===== src/hw/rtl/dgn_pkg.sv =====
// Package for the depth to gray normalizer: codes, fixed-point constants,
// the queue entry type and the back-end state type.
// No dependencies.
package dgn_pkg;

    // opcode field
    localparam logic OP_MEASURE = 1'b0;
    localparam logic OP_CONVERT = 1'b1;

    // depth_encoding register values
    localparam logic ENC_MM    = 1'b0;
    localparam logic ENC_FLOAT = 1'b1;

    // register index of depth_encoding
    localparam logic REG_DEPTH_ENCODING = 1'b0;

    // mm to Q16.16: q = floor(mm * 8192 / 125) via reciprocal and one correction
    localparam int          MM_LSH     = 13;
    localparam int          MM_RSH     = 23;
    localparam logic [29:0] MM_RECIP   = 30'd549755813;
    localparam logic [29:0] MM_DIVISOR = 30'd125;

    // float exponent thresholds
    localparam logic [7:0] FLT_EXP_SPECIAL = 8'd255;
    localparam logic [7:0] FLT_EXP_SAT     = 8'd143;
    localparam logic [7:0] FLT_EXP_UNITY   = 8'd134;

    localparam logic [31:0] DEPTH_ALL_ONES = 32'hFFFF_FFFF;
    localparam logic [7:0]  GRAY_MAX       = 8'd255;
    localparam logic [7:0]  GRAY_ZERO      = 8'd0;

    typedef struct packed {
        logic        ok;
        logic [31:0] v;
        logic [31:0] dmin;
        logic [31:0] dmax;
    } t_qent;

    typedef struct packed {
        logic  vld;
        t_qent ent;
    } t_push;

    typedef struct packed {
        logic empty;
        logic full;
    } t_qstat;

    typedef enum logic [2:0] {
        B_IDLE,
        B_SPAN,
        B_NUM,
        B_SCALE,
        B_DIV,
        B_DONE
    } t_bstate;

endpackage


===== src/hw/rtl/depth_to_gray_normalizer_unit.sv =====
// Measure pixels: one per cycle through a 3-stage front, unless a convert
// pixel ahead waits on a full queue; no result. Convert pixels: the back end
// passes each through the radix-2 divider, skipping the divide when the pixel
// is invalid or outside the measured range, and takes one pixel at a time.
// Synchronous active-low reset clears the pipeline, queue, min/max tracking
// (min all ones, max zero) and the encoding register (millimetres).
module depth_to_gray_normalizer_unit import dgn_pkg::*; #(
    parameter int MIN_SPAN    = 7,
    parameter int QUEUE_DEPTH = 4
) (
    input  logic        i_clk,
    input  logic        i_rst_n,
    input  logic        s_axis_tvalid,
    output logic        s_axis_tready,
    input  logic [31:0] s_axis_tdata,   // [31:0] raw_depth
    input  logic [1:0]  s_axis_tuser,   // [0] opcode, [1] frame_start
    output logic        m_axis_tvalid,
    input  logic        m_axis_tready,
    output logic [7:0]  m_axis_tdata,   // [7:0] gray_level
    input  logic        psel,
    input  logic        penable,
    input  logic        pwrite,
    input  logic [2:0]  paddr,
    input  logic [31:0] pwdata,
    output logic [31:0] prdata,
    output logic        pready
);

    logic   r_enc;
    t_push  push;
    t_qstat qstat;
    t_qent  head;
    logic   pop;

    assign pready = 1'b1;
    assign prdata = (paddr[2] == REG_DEPTH_ENCODING) ? {31'd0, r_enc} : 32'd0;

    always_ff @(posedge i_clk) begin
        if (!i_rst_n) begin
            r_enc <= ENC_MM;
        end else if (psel && penable && pwrite && pready
                     && paddr[2] == REG_DEPTH_ENCODING) begin
            r_enc <= pwdata[0];
        end
    end

    dgn_front u_front (
        .i_clk    (i_clk),
        .i_rst_n  (i_rst_n),
        .i_enc    (r_enc),
        .i_valid  (s_axis_tvalid),
        .o_ready  (s_axis_tready),
        .i_opcode (s_axis_tuser[0]),
        .i_fstart (s_axis_tuser[1]),
        .i_raw    (s_axis_tdata),
        .i_qstat  (qstat),
        .o_push   (push)
    );

    dgn_queue #(.DEPTH(QUEUE_DEPTH)) u_queue (
        .i_clk   (i_clk),
        .i_rst_n (i_rst_n),
        .i_push  (push),
        .i_pop   (pop),
        .o_qstat (qstat),
        .o_head  (head)
    );

    dgn_back #(.MIN_SPAN(MIN_SPAN)) u_back (
        .i_clk    (i_clk),
        .i_rst_n  (i_rst_n),
        .i_qstat  (qstat),
        .i_head   (head),
        .o_pop    (pop),
        .o_tvalid (m_axis_tvalid),
        .i_tready (m_axis_tready),
        .o_tdata  (m_axis_tdata)
    );

endmodule


===== src/hw/rtl/dgn_front.sv =====
// Front end: accepts pixels, converts raw words to Q16.16 metres, tracks
// min/max over measure pixels and pushes convert pixels to the queue.
// Depends on dgn_pkg.
module dgn_front import dgn_pkg::*; (
    input  logic        i_clk,
    input  logic        i_rst_n,
    input  logic        i_enc,
    input  logic        i_valid,
    output logic        o_ready,
    input  logic        i_opcode,
    input  logic        i_fstart,
    input  logic [31:0] i_raw,
    input  t_qstat      i_qstat,
    output t_push       o_push
);

    // stage 1: captured input
    logic        r_f1_vld, r_f1_op, r_f1_fs, r_f1_enc;
    logic [31:0] r_f1_raw;
    // stage 2: product and float result
    logic        r_f2_vld, r_f2_op, r_f2_fs, r_f2_enc, r_f2_ok;
    logic [15:0] r_f2_mm;
    logic [45:0] r_f2_prod;
    logic [31:0] r_f2_fq;
    // stage 3: depth ready
    logic        r_f3_vld, r_f3_op, r_f3_fs, r_f3_ok;
    logic [31:0] r_f3_v;
    // tracking
    logic [31:0] r_min, r_max;

    logic        f3_go, f3_free, f2_free, f1_free;
    logic        sgn;
    logic [7:0]  expo, rs;
    logic [22:0] mant;
    logic [31:0] sig32, fq;
    logic        ok;
    logic [22:0] q0;
    logic [29:0] lhs, rem;
    logic [31:0] v_mm;
    logic [31:0] base_min, base_max;

    assign f3_go   = r_f3_vld && (r_f3_op == OP_MEASURE || !i_qstat.full);
    assign f3_free = !r_f3_vld || f3_go;
    assign f2_free = !r_f2_vld || f3_free;
    assign f1_free = !r_f1_vld || f2_free;
    assign o_ready = f1_free;

    // float decode of stage 1 word
    always_comb begin
        sgn   = r_f1_raw[31];
        expo  = r_f1_raw[30:23];
        mant  = r_f1_raw[22:0];
        sig32 = {8'd0, 1'b1, mant};
        rs    = FLT_EXP_UNITY - expo;
        if (expo == 8'd0) begin
            fq = 32'd0;
        end else if (expo >= FLT_EXP_SAT) begin
            fq = DEPTH_ALL_ONES;
        end else if (expo >= FLT_EXP_UNITY) begin
            fq = sig32 << (expo - FLT_EXP_UNITY);
        end else if (rs >= 8'd32) begin
            fq = 32'd0;
        end else begin
            fq = sig32 >> rs[4:0];
        end
        if (r_f1_enc == ENC_FLOAT) begin
            ok = !sgn && expo != FLT_EXP_SPECIAL && !(expo == 8'd0 && mant == 23'd0);
        end else begin
            ok = r_f1_raw[15:0] != 16'd0;
        end
    end

    // reciprocal estimate is exact or one low: correct with the remainder
    always_comb begin
        q0   = r_f2_prod[45:MM_RSH];
        lhs  = {1'b0, r_f2_mm, 13'd0};
        rem  = lhs - 30'(q0) * MM_DIVISOR;
        v_mm = (rem >= MM_DIVISOR) ? 32'(q0) + 32'd1 : 32'(q0);
    end

    always_comb begin
        base_min = r_f3_fs ? DEPTH_ALL_ONES : r_min;
        base_max = r_f3_fs ? 32'd0 : r_max;
    end

    always_ff @(posedge i_clk) begin
        if (!i_rst_n) begin
            r_f1_vld <= 1'b0;
            r_f2_vld <= 1'b0;
            r_f3_vld <= 1'b0;
            r_min    <= DEPTH_ALL_ONES;
            r_max    <= 32'd0;
        end else begin
            if (f1_free) begin
                r_f1_vld <= i_valid;
            end
            if (f2_free) begin
                r_f2_vld <= r_f1_vld;
            end
            if (f3_free) begin
                r_f3_vld <= r_f2_vld;
            end
            if (f3_go && r_f3_op == OP_MEASURE) begin
                r_min <= (r_f3_ok && r_f3_v < base_min) ? r_f3_v : base_min;
                r_max <= (r_f3_ok && r_f3_v > base_max) ? r_f3_v : base_max;
            end
        end
    end

    always_ff @(posedge i_clk) begin
        if (f1_free && i_valid) begin
            r_f1_op  <= i_opcode;
            r_f1_fs  <= i_fstart;
            r_f1_raw <= i_raw;
            r_f1_enc <= i_enc;
        end
        if (f2_free && r_f1_vld) begin
            r_f2_op   <= r_f1_op;
            r_f2_fs   <= r_f1_fs;
            r_f2_enc  <= r_f1_enc;
            r_f2_ok   <= ok;
            r_f2_mm   <= r_f1_raw[15:0];
            r_f2_prod <= 46'(r_f1_raw[15:0]) * 46'(MM_RECIP);
            r_f2_fq   <= fq;
        end
        if (f3_free && r_f2_vld) begin
            r_f3_op <= r_f2_op;
            r_f3_fs <= r_f2_fs;
            r_f3_ok <= r_f2_ok;
            r_f3_v  <= (r_f2_enc == ENC_FLOAT) ? r_f2_fq : v_mm;
        end
    end

    // convert pixels carry the range seen so far
    assign o_push.vld      = f3_go && r_f3_op == OP_CONVERT;
    assign o_push.ent.ok   = r_f3_ok;
    assign o_push.ent.v    = r_f3_v;
    assign o_push.ent.dmin = r_min;
    assign o_push.ent.dmax = r_max;

endmodule


===== src/hw/rtl/dgn_queue.sv =====
// Short queue of convert pixels between the front and back ends.
// Depends on dgn_pkg.
module dgn_queue import dgn_pkg::*; #(
    parameter int DEPTH = 4
) (
    input  logic   i_clk,
    input  logic   i_rst_n,
    input  t_push  i_push,
    input  logic   i_pop,
    output t_qstat o_qstat,
    output t_qent  o_head
);

    localparam int AW = $clog2(DEPTH);
    localparam int CW = $clog2(DEPTH + 1);

    t_qent           r_mem [DEPTH];
    logic [AW-1:0]   r_wptr, r_rptr;
    logic [CW-1:0]   r_cnt;
    logic            do_push, do_pop;

    assign o_qstat.empty = r_cnt == CW'(0);
    assign o_qstat.full  = r_cnt == CW'(DEPTH);
    assign do_push       = i_push.vld && !o_qstat.full;
    assign do_pop        = i_pop && !o_qstat.empty;
    assign o_head        = r_mem[r_rptr];

    always_ff @(posedge i_clk) begin
        if (!i_rst_n) begin
            r_wptr <= '0;
            r_rptr <= '0;
            r_cnt  <= '0;
        end else begin
            if (do_push) begin
                r_wptr <= (r_wptr == AW'(DEPTH - 1)) ? '0 : r_wptr + AW'(1);
            end
            if (do_pop) begin
                r_rptr <= (r_rptr == AW'(DEPTH - 1)) ? '0 : r_rptr + AW'(1);
            end
            if (do_push && !do_pop) begin
                r_cnt <= r_cnt + CW'(1);
            end else if (do_pop && !do_push) begin
                r_cnt <= r_cnt - CW'(1);
            end
        end
    end

    always_ff @(posedge i_clk) begin
        if (do_push) begin
            r_mem[r_wptr] <= i_push.ent;
        end
    end

endmodule


===== src/hw/rtl/dgn_back.sv =====
// Back end: computes span and offset, then an 8-step restoring divide for
// gray = floor(255*num/span), and holds the result in the output register.
// Depends on dgn_pkg.
module dgn_back import dgn_pkg::*; #(
    parameter int MIN_SPAN = 7
) (
    input  logic       i_clk,
    input  logic       i_rst_n,
    input  t_qstat     i_qstat,
    input  t_qent      i_head,
    output logic       o_pop,
    output logic       o_tvalid,
    input  logic       i_tready,
    output logic [7:0] o_tdata
);

    t_bstate            r_state, n_state;
    t_qent              r_ent;
    logic [31:0]        r_span;
    logic signed [32:0] r_d;
    logic [39:0]        r_rem, r_div;
    logic [7:0]         r_q, r_gray;
    logic [2:0]         r_cnt;
    logic               r_out_vld;
    logic [7:0]         r_out_data;

    logic        out_free, out_load;
    logic        d_le0, d_ge_span, ge;
    logic [32:0] diff;

    assign out_free  = !r_out_vld || i_tready;
    assign d_le0     = r_d[32] || r_d == 33'sd0;
    assign d_ge_span = !r_d[32] && r_d[31:0] >= r_span;
    assign ge        = r_rem >= r_div;
    assign diff      = {1'b0, r_ent.dmax} - {1'b0, r_ent.dmin};

    always_comb begin
        n_state = r_state;
        case (r_state)
            B_IDLE:  if (!i_qstat.empty) n_state = B_SPAN;
            B_SPAN:  n_state = B_NUM;
            B_NUM: begin
                if (!r_ent.ok || d_le0 || d_ge_span) begin
                    n_state = B_DONE;
                end else begin
                    n_state = B_SCALE;
                end
            end
            B_SCALE: n_state = B_DIV;
            B_DIV:   if (r_cnt == 3'd0) n_state = B_DONE;
            B_DONE:  if (out_free) n_state = B_IDLE;
            default: n_state = B_IDLE;
        endcase
    end

    always_comb begin
        o_pop    = 1'b0;
        out_load = 1'b0;
        case (r_state)
            B_IDLE:  o_pop = !i_qstat.empty;
            B_DONE:  out_load = out_free;
            default: begin
                o_pop    = 1'b0;
                out_load = 1'b0;
            end
        endcase
    end

    always_ff @(posedge i_clk) begin
        if (!i_rst_n) begin
            r_state   <= B_IDLE;
            r_out_vld <= 1'b0;
        end else begin
            r_state <= n_state;
            if (out_load) begin
                r_out_vld <= 1'b1;
            end else if (i_tready) begin
                r_out_vld <= 1'b0;
            end
        end
    end

    always_ff @(posedge i_clk) begin
        case (r_state)
            B_IDLE: begin
                if (o_pop) begin
                    r_ent <= i_head;
                end
            end
            B_SPAN: begin
                r_span <= (diff[32] || diff[31:0] < 32'(MIN_SPAN)) ? 32'(MIN_SPAN)
                                                                    : diff[31:0];
                r_d    <= $signed({1'b0, r_ent.v}) - $signed({1'b0, r_ent.dmin});
            end
            B_NUM: begin
                // at or below the minimum: full scale; invalid or beyond span: black
                r_gray <= (r_ent.ok && d_le0) ? GRAY_MAX : GRAY_ZERO;
                r_rem  <= 40'(r_span - r_d[31:0]);
            end
            B_SCALE: begin
                r_rem <= (r_rem << 8) - r_rem;
                r_div <= {1'b0, r_span, 7'd0};
                r_cnt <= 3'd7;
                r_q   <= 8'd0;
            end
            B_DIV: begin
                if (ge) begin
                    r_rem <= r_rem - r_div;
                end
                r_div <= r_div >> 1;
                r_q   <= {r_q[6:0], ge};
                r_cnt <= r_cnt - 3'd1;
                if (r_cnt == 3'd0) begin
                    r_gray <= {r_q[6:0], ge};
                end
            end
            default: begin
            end
        endcase
        if (out_load) begin
            r_out_data <= r_gray;
        end
    end

    assign o_tvalid = r_out_vld;
    assign o_tdata  = r_out_data;

endmodule


===== config.mk =====
export PLATFORM = sky130hd
export DESIGN_NAME = depth_to_gray_normalizer_unit
export DESIGN_NICKNAME = d
export VERILOG_FILES = /design/src/hw/rtl/dgn_pkg.sv /design/src/hw/rtl/depth_to_gray_normalizer_unit.sv /design/src/hw/rtl/dgn_front.sv /design/src/hw/rtl/dgn_queue.sv /design/src/hw/rtl/dgn_back.sv
export SDC_FILE = /design/constraint.sdc
export NUM_CORES = 2
export LEC_CHECK = 0
export ABC_CLOCK_PERIOD_IN_PS = 20400
export BUFFER_PORTS_ARGS = -buffer_cell sky130_fd_sc_hd__buf_2
export CAP_MARGIN = 20
export CORE_ASPECT_RATIO = 1.5
export CORE_UTILIZATION = 60
export CTS_BUF_LIST = sky130_fd_sc_hd__clkbuf_4 sky130_fd_sc_hd__clkbuf_8
export DETAILED_ROUTE_END_ITERATION = 16
export HOLD_SLACK_MARGIN = 0.15
export PLACE_DENSITY = 0.81
export SLEW_MARGIN = 20
export SYNTH_ARGS = -nofsm -noshare
export SYNTH_HDL_FRONTEND = slang
export SYNTH_HIERARCHICAL = 1
export SYNTH_SLANG_ARGS = --single-unit

===== constraint.sdc =====
create_clock -name i_clk -period 20.4 [get_ports i_clk]
set_clock_uncertainty 0.15 [all_clocks]
set_input_delay 2.04 -clock i_clk [delete_from_list [all_inputs] [get_ports i_clk]]
set_output_delay 2.04 -clock i_clk [all_outputs]
set_load 0.05 [all_outputs]

* After elaboration in Yosys (flattened, before gate mapping)
Memories as Yosys holds them, arrays and structs flattened. A register that Yosys moved wholly into a read port is not among the register bits.
Cells that the tools add are included.
** Storage, ports and cells
- Flip-flop bits (word level) :: 418
- Latch bits :: 0
- RAM bits :: 388
- Memory bits (read-only) :: 0
- Memories :: 1
** Memories
- u_queue.r_mem :: words 4, width 97, read ports 1, clocked after memory_dff 1, wr ports 1, RTL line dgn_queue.sv:17 : t_qent r_mem [DEPTH];
** Operators by class
- $add $sub $neg :: 14
- Multipliers :: 2
- Div/mod/pow operators :: 0
- Magnitude comparators :: 9
- Equal/unequal tests :: 13
- Shift operators :: 2
- Muxes and demuxes :: 34
- Bitwise gates (word level) :: 2
- Reductions and logical operators :: 57
** Operators by type and width (number)
- $mux 32 :: 9
- $pmux 40 s3 :: 1
- $sub 32x32->33 :: 3
- $pmux 40 s2 :: 1
- $sub 40x40->40 :: 2
- $mul 16x30->46 const B :: 1
- $ge 40x40->1 :: 1
- $mux 40 :: 1
- $logic_not 33->1 :: 1
- $ge 32x32->1 :: 1
- $gt 32x32->1 :: 1
- $lt 32x3->1 const B :: 1
- $lt 32x32->1 :: 1
- $shl 24x8->32 :: 1
- $shr 24x5->32 :: 1
- $ge 30x7->1 const B :: 1
- $mul 23x7->30 const B :: 1
- $sub 29x30->30 :: 1
- $add 23x1->24 const B :: 1
- $logic_not 23->1 :: 1
- $logic_and 1x1->1 :: 20
- $mux 3 :: 6
- $pmux 3 s6 :: 1
- $ge 8x8->1 const B :: 2
- other kinds (29) :: 73

* Logic depth before layout (Yosys ltp)
- Depth after elaboration :: 10
- Depth in mapped cells :: 23

* Hierarchy
Netlist, hierarchy kept.
** Modules (own cells, without submodules)
- dgn_front :: instances 1, cells each 2381, area each 23503.8 µm², seq. area each 5695.5 µm²
- dgn_back :: instances 1, cells each 1932, area each 19040.8 µm², seq. area each 8097.8 µm²
- dgn_queue :: instances 1, cells each 558, area each 14458.9 µm², seq. area each 11831.3 µm²
- depth_to_gray_normalizer_unit :: instances 1, cells each 40, area each 315.3 µm², seq. area each 20.0 µm²

* Worst setup path after synthesis
Ideal clock, no wire load.
- Kind :: reg2reg
- Start :: reg u_back.r_state[0]
- End :: reg u_queue.r_cnt[2]
- Library setup time :: 0.076 ns
- Data arrival time :: 12.694 ns
- Required time :: 20.174 ns
- Path slack :: 7.481 ns
- Stages on the path, launching flop included :: 10
- Path buffers :: 1
- Clock period less this slack :: 12.919 ns
- Cells stage by stage :: dfxtp_1 clkbuf_1 nor4_1 o31ai_1 ha_1 inv_1 fa_1 xor2_1 or3_1 a21boi_0
** Between the ends
- Word-level cells in the longest chain between the ends :: 6
- Elaborated cells on any way between the ends :: 8
- Classes of those cells :: 2 x mux; 6 x reduce/logical
** RTL lines
- start, declared :: RTL line dgn_back.sv:17 : t_bstate r_state, n_state;
- start signal, assigned :: RTL line dgn_back.sv:74 : r_state <= n_state;
- $logic_not 3->1 (*) :: RTL line dgn_back.sv:59 : case (r_state)
- $mux 1 (*) :: RTL line dgn_back.sv:59
- named net pop :: RTL line depth_to_gray_normalizer_unit.sv:33 : logic pop;
- $logic_and 1x1->1 (*) :: RTL line dgn_queue.sv:25 : assign do_pop = i_pop && !o_qstat.empty;
- $logic_not 1->1 :: RTL line dgn_queue.sv:40 : if (do_push && !do_pop) begin
- $logic_and 1x1->1 :: RTL line dgn_queue.sv:40
- $mux 3 or $reduce_bool 2->1 (tied branches)
- end signal, assigned :: RTL line dgn_queue.sv:41 : r_cnt <= r_cnt + CW'(1);
- end signal, assigned :: RTL line dgn_queue.sv:43 : r_cnt <= r_cnt - CW'(1);
- end, declared :: RTL line dgn_queue.sv:19 : logic [CW-1:0] r_cnt;
Mark *: on every way through the listed nets, which the timed path passes. The rest lies on a longest branch.
A chain may end at the register's enable or synchronous reset.

* Worst setup path after layout
- Start :: reg u_front.r_f1_raw[10]
- End :: reg u_front.r_f2_prod[43] (data pin)
** Between the ends
- Word-level cells in the longest chain between the ends :: 1
** RTL lines
- start, declared :: RTL line dgn_front.sv:19 : logic [31:0] r_f1_raw;
- start signal, assigned :: RTL line dgn_front.sv:114 : r_f1_raw <= i_raw;
- $mul 16x30->46 :: RTL line dgn_front.sv:123 : r_f2_prod <= 46'(r_f1_raw[15:0]) * 46'(MM_RECIP);
- end signal, assigned :: RTL line dgn_front.sv:123
- end, declared :: RTL line dgn_front.sv:23 : logic [45:0] r_f2_prod;
No other way between the ends.

==> metrics.log <==
[metrics] min-delay worst type: reg2reg
[metrics] Highest Clock Rate: 135 MHz
[metrics] die height: 381 µm
[metrics] area added between synthesis and finish: 7.31%
[metrics] clock network latency to the later pin of the worst-skew pair: 0.83 ns
[metrics] wire length per cell: 21.6 µm
[metrics] normalized max-slew margin: 0.253
[metrics] maximum fanout along the worst path: 14
[metrics] Routed Antenna Nets: 0
[metrics] total of endpoints with negative setup slack in the final report: 0
[metrics] RSZ-0062 raised after global routing: false
[metrics] Final GP Congestion: 0.969
[metrics] transition time of the tightest slew-check pin: 1.12 ns
[metrics] post-CTS setup buffer count: 0
[metrics] register area: 0.0257 mm²
[metrics] max_cap viols: 0
[metrics] number of placement rows: 138
[metrics] multi-input combinational cell area: 0.0287 mm²
[metrics] Post-layout nets: 5,830
[metrics] share of the synthesized area in the top cell type: 0.419
[metrics] cell taking the most area after synthesis: sky130_fd_sc_hd__edfxtp_1
[metrics] type of the worst setup path: reg2reg
[metrics] Fin Setup TNS: 0 ns
[metrics] total wirelength of the detailed-routed design: 137,000 µm
[metrics] Cell Area, Synth: 0.0573 mm²
[metrics] Post-synth ARST share: 0
[metrics] synthesis-stage register bit count: 881
[metrics] GRT Total Usage: 0.289
[metrics] sum of met3 wire segment lengths after detailed routing: 5610 µm
[metrics] Filler Cell Count: 6,952
[metrics] EDFF count, synth: 800
[metrics] effective utilization at floorplan: 0.607
[metrics] detailed-routed wire length on met2: 76,200 µm
[metrics] kind of launch point of the worst setup path: flop
[metrics] total number of H-tree levels: 4
[metrics] Die ar.: 0.0968 mm²
[metrics] DPL Wire Length: 103,000 µm
[metrics] Synth cell types: 118
[metrics] number of global-route vias before repair: 40,481
[metrics] endpoint arrival time on the critical path: 7.82 ns
[metrics] per-instance average area after synthesis: 11.7 µm²
[metrics] first-pass GRT wire length: 214,000 µm
[metrics] Max Transition Viols Final: 0
[metrics] die width: 254 µm
[metrics] post-synthesis cell count: 4,911
[metrics] Tmin final: 7.40 ns
[metrics] maximum number of buffers from clock root to sink: 3
[metrics] uppermost signal routing layer after detailed routing: met4
[metrics] DR DRC count: 0
[metrics] fraction of final layout cells with drive strength greater than 1: 0.104
[metrics] number of synthesis warnings: 6
[metrics] main flop type after synthesis: sky130_fd_sc_hd__edfxtp_1
[metrics] CTS tree: done
[metrics] proportion of synthesized chip area in sequential cells: 0.447
[metrics] endpoints failing hold: 0
[metrics] first-iteration detailed-routing DRC count: 2,550
[metrics] main area contributors after synthesis: sky130_fd_sc_hd__edfxtp_1, sky130_fd_sc_hd__ha_1, sky130_fd_sc_hd__fa_1, sky130_fd_sc_hd__mux4_2, sky130_fd_sc_hd__inv_1
[metrics] pin count of the biggest net entering global routing: 82
[metrics] number of iterations in the first detailed-routing pass: 5
[metrics] routed via count: 38,585
[metrics] core outline area: 0.0944 mm²
[metrics] sum of overflow across all layers after global routing: 0
[metrics] Root Buffer Master: sky130_fd_sc_hd__clkbuf_8
[metrics] WP data required: 20.82 ns
[metrics] antenna violations before repair: 1
[metrics] flop-to-flop setup slack: 13.00 ns
[metrics] run status: completed
[metrics] cts bufs inserted: 131
[metrics] kind of end point of the critical path: flop
[metrics] final worst path period share: 0.363
[metrics] total of hold buffers inserted after clock tree synthesis: 0
[metrics] sink count of the clock tree: 881
[metrics] wire length on met1: 45,700 µm
[metrics] post-cts repair resize count: 0
[metrics] io pins: 119
[metrics] via count normalized by instance count: 6.07
[metrics] Port Buffer Count: 53
[metrics] clock-pin slew on the worst setup and hold paths: 0.06 ns
==> area by class of cell <==
type                       count  area share
inverter                     571      0.0348
clock inverter                52     0.00801
timing repair buffer         105      0.0110
sequential                   881       0.417
antenna                        1   0.0000407
tap                         1260      0.0256
clock buffer                 184      0.0361
multi-input combinational   3298       0.467
==> registers in the layout, indices dropped and copies added, names as in the netlist, 7 cells and up, named ones only <==
name               cells
u_back/o_tdata         8
u_front/r_f2_fq       32
u_back/r_q             7
u_front/r_max         32
u_front/r_f2_mm       16
u_front/r_f1_raw      32
u_front/r_f2_prod     23
u_front/r_f3_v        32
u_back/r_ent          97
u_front/r_min         32
u_back/r_span         32
u_back/r_d            33
u_back/r_rem          40
u_queue/r_mem        388
u_back/r_div          39
u_back/r_gray          8
==> path summary, 6_finish.rpt <==
path                        startpoint               endpoint  depth (start not counted)
setup / recovery  u_front/r_f1_raw[10]  u_front/r_f2_prod[43]                         19
hold / removal        u_back/r_gray[2]      u_back/o_tdata[2]                          0
setup reg to reg  u_front/r_f1_raw[10]  u_front/r_f2_prod[43]                         19
hold reg to reg       u_back/r_gray[2]      u_back/o_tdata[2]                          0
==> cell families (layout without fill, tap and decap cells) <==
family | Yosys count | after routing | synth area share
compound gates | 1070 | 1070 | 0.126
xor+xnor | 187 | 187 | 0.0286
fa+ha+maj | 766 | 766 | 0.197
buf+inv | 762 | 912 | 0.0546
flops | 881 | 881 | 0.447
mux | 156 | 156 | 0.0526
other cells | 2 | 33 | 0.000131
simple gates | 1087 | 1087 | 0.0934
==> metrics by stage <==
| stage | setup WS, ns | hold WS, ns | area (µm²) | util | cells |
|---|---|---|---|---|---|
| 6_report | 13.00 | 0.270 | 61500 | 0.651 | 6352 |
| 5_1_grt | 12.66 | 0.280 | 61500 | 0.651 | 6352 |
| 4_1_cts | 12.89 | 0.269 | 61500 | 0.651 | 6351 |
| 3_5_place_dp | 12.93 | 0.256 | 58800 | 0.623 | 6115 |
| 3_3_place_gp | 12.91 | 0.251 | 58800 | 0.622 | 6114 |
| 2_1_floorplan | 7.48 | 0.250 | 57400 | - | 4941 |
==> metal layers <==
metal  vias up  GRT usage
met5         -          0
met4         0      0.189
met3       477     0.0421
met2      1233      0.552
met1     18880      0.283
li1      17995          -
==> synth_stat cells, types with 39 or more instances <==
cell type and count:
sky130_fd_sc_hd__xnor2_1 110, sky130_fd_sc_hd__dfxtp_1 81, sky130_fd_sc_hd__o21ai_0 196, sky130_fd_sc_hd__nand2b_1 73, sky130_fd_sc_hd__o21a_1 39, sky130_fd_sc_hd__nand3_1 91
sky130_fd_sc_hd__a21o_1 133, sky130_fd_sc_hd__xor2_1 77, sky130_fd_sc_hd__nand4_1 53, sky130_fd_sc_hd__edfxtp_1 800, sky130_fd_sc_hd__ha_1 539, sky130_fd_sc_hd__nand2_1 301
sky130_fd_sc_hd__and2_1 41, sky130_fd_sc_hd__mux4_2 116, sky130_fd_sc_hd__fa_1 227, sky130_fd_sc_hd__nor2b_1 49, sky130_fd_sc_hd__inv_1 569, sky130_fd_sc_hd__a21oi_1 268
sky130_fd_sc_hd__nor3_1 70, sky130_fd_sc_hd__nor2_1 260, sky130_fd_sc_hd__clkbuf_1 119
==> critical path: stages (launching register included) <==
cell and delay [ns]:
sky130_fd_sc_hd__edfxtp_1 0.85, sky130_fd_sc_hd__inv_1 0.28, sky130_fd_sc_hd__ha_1 0.45, sky130_fd_sc_hd__inv_1 0.08, sky130_fd_sc_hd__fa_1 0.50, sky130_fd_sc_hd__inv_1 0.06, sky130_fd_sc_hd__fa_1 0.51, sky130_fd_sc_hd__fa_1 0.54
sky130_fd_sc_hd__fa_1 0.46, sky130_fd_sc_hd__fa_1 0.48, sky130_fd_sc_hd__ha_1 0.38, sky130_fd_sc_hd__a21oi_1 0.28, sky130_fd_sc_hd__o21ai_0 0.14, sky130_fd_sc_hd__a21oi_1 0.45, sky130_fd_sc_hd__o21ai_1 0.24, sky130_fd_sc_hd__a41o_1 0.35
sky130_fd_sc_hd__a41o_1 0.32, sky130_fd_sc_hd__a211o_1 0.32, sky130_fd_sc_hd__a21oi_1 0.20, sky130_fd_sc_hd__xnor2_1 0.09
==> layout by cell type, fill, tap and decap left out, types with 18 or more instances in the layout <==
| cell | netlist | layout |
|---|---|---|
| sky130_fd_sc_hd__a211oi_1 | 34 | 34 |
| sky130_fd_sc_hd__a21o_1 | 133 | 133 |
| sky130_fd_sc_hd__a21oi_1 | 268 | 268 |
| sky130_fd_sc_hd__a22o_1 | 33 | 33 |
| sky130_fd_sc_hd__a22oi_1 | 26 | 26 |
| sky130_fd_sc_hd__a31oi_1 | 33 | 32 |
| sky130_fd_sc_hd__and2_1 | 41 | 37 |
| sky130_fd_sc_hd__and3_1 | 32 | 32 |
| sky130_fd_sc_hd__buf_2 | 25 | 53 |
| sky130_fd_sc_hd__buf_4 | 33 | 51 |
| sky130_fd_sc_hd__clkbuf_4 | 0 | 50 |
| sky130_fd_sc_hd__clkbuf_8 | 2 | 134 |
| sky130_fd_sc_hd__clkinv_1 | 2 | 18 |
| sky130_fd_sc_hd__conb_1 | 2 | 32 |
| sky130_fd_sc_hd__dfxtp_1 | 81 | 79 |
| sky130_fd_sc_hd__edfxtp_1 | 800 | 800 |
| sky130_fd_sc_hd__fa_1 | 227 | 227 |
| sky130_fd_sc_hd__ha_1 | 539 | 539 |
| sky130_fd_sc_hd__inv_1 | 569 | 569 |
| sky130_fd_sc_hd__mux2i_1 | 38 | 38 |
| sky130_fd_sc_hd__mux4_2 | 116 | 116 |
| sky130_fd_sc_hd__nand2_1 | 301 | 301 |
| sky130_fd_sc_hd__nand2b_1 | 73 | 72 |
| sky130_fd_sc_hd__nand3_1 | 91 | 91 |
| sky130_fd_sc_hd__nand4_1 | 53 | 53 |
| sky130_fd_sc_hd__nor2_1 | 260 | 259 |
| sky130_fd_sc_hd__nor2b_1 | 49 | 47 |
| sky130_fd_sc_hd__nor3_1 | 70 | 70 |
| sky130_fd_sc_hd__nor4_1 | 23 | 22 |
| sky130_fd_sc_hd__o211ai_1 | 36 | 36 |
| sky130_fd_sc_hd__o21a_1 | 39 | 39 |
| sky130_fd_sc_hd__o21ai_0 | 196 | 196 |
| sky130_fd_sc_hd__o21bai_1 | 25 | 24 |
| sky130_fd_sc_hd__o221ai_1 | 26 | 26 |
| sky130_fd_sc_hd__o22a_1 | 32 | 32 |
| sky130_fd_sc_hd__or2_2 | 18 | 18 |
| sky130_fd_sc_hd__xnor2_1 | 110 | 109 |
| sky130_fd_sc_hd__xor2_1 | 77 | 77 |
Power is not shown: default switching activity piles up to over one toggle a cycle in this logic, so the estimate is an artifact.
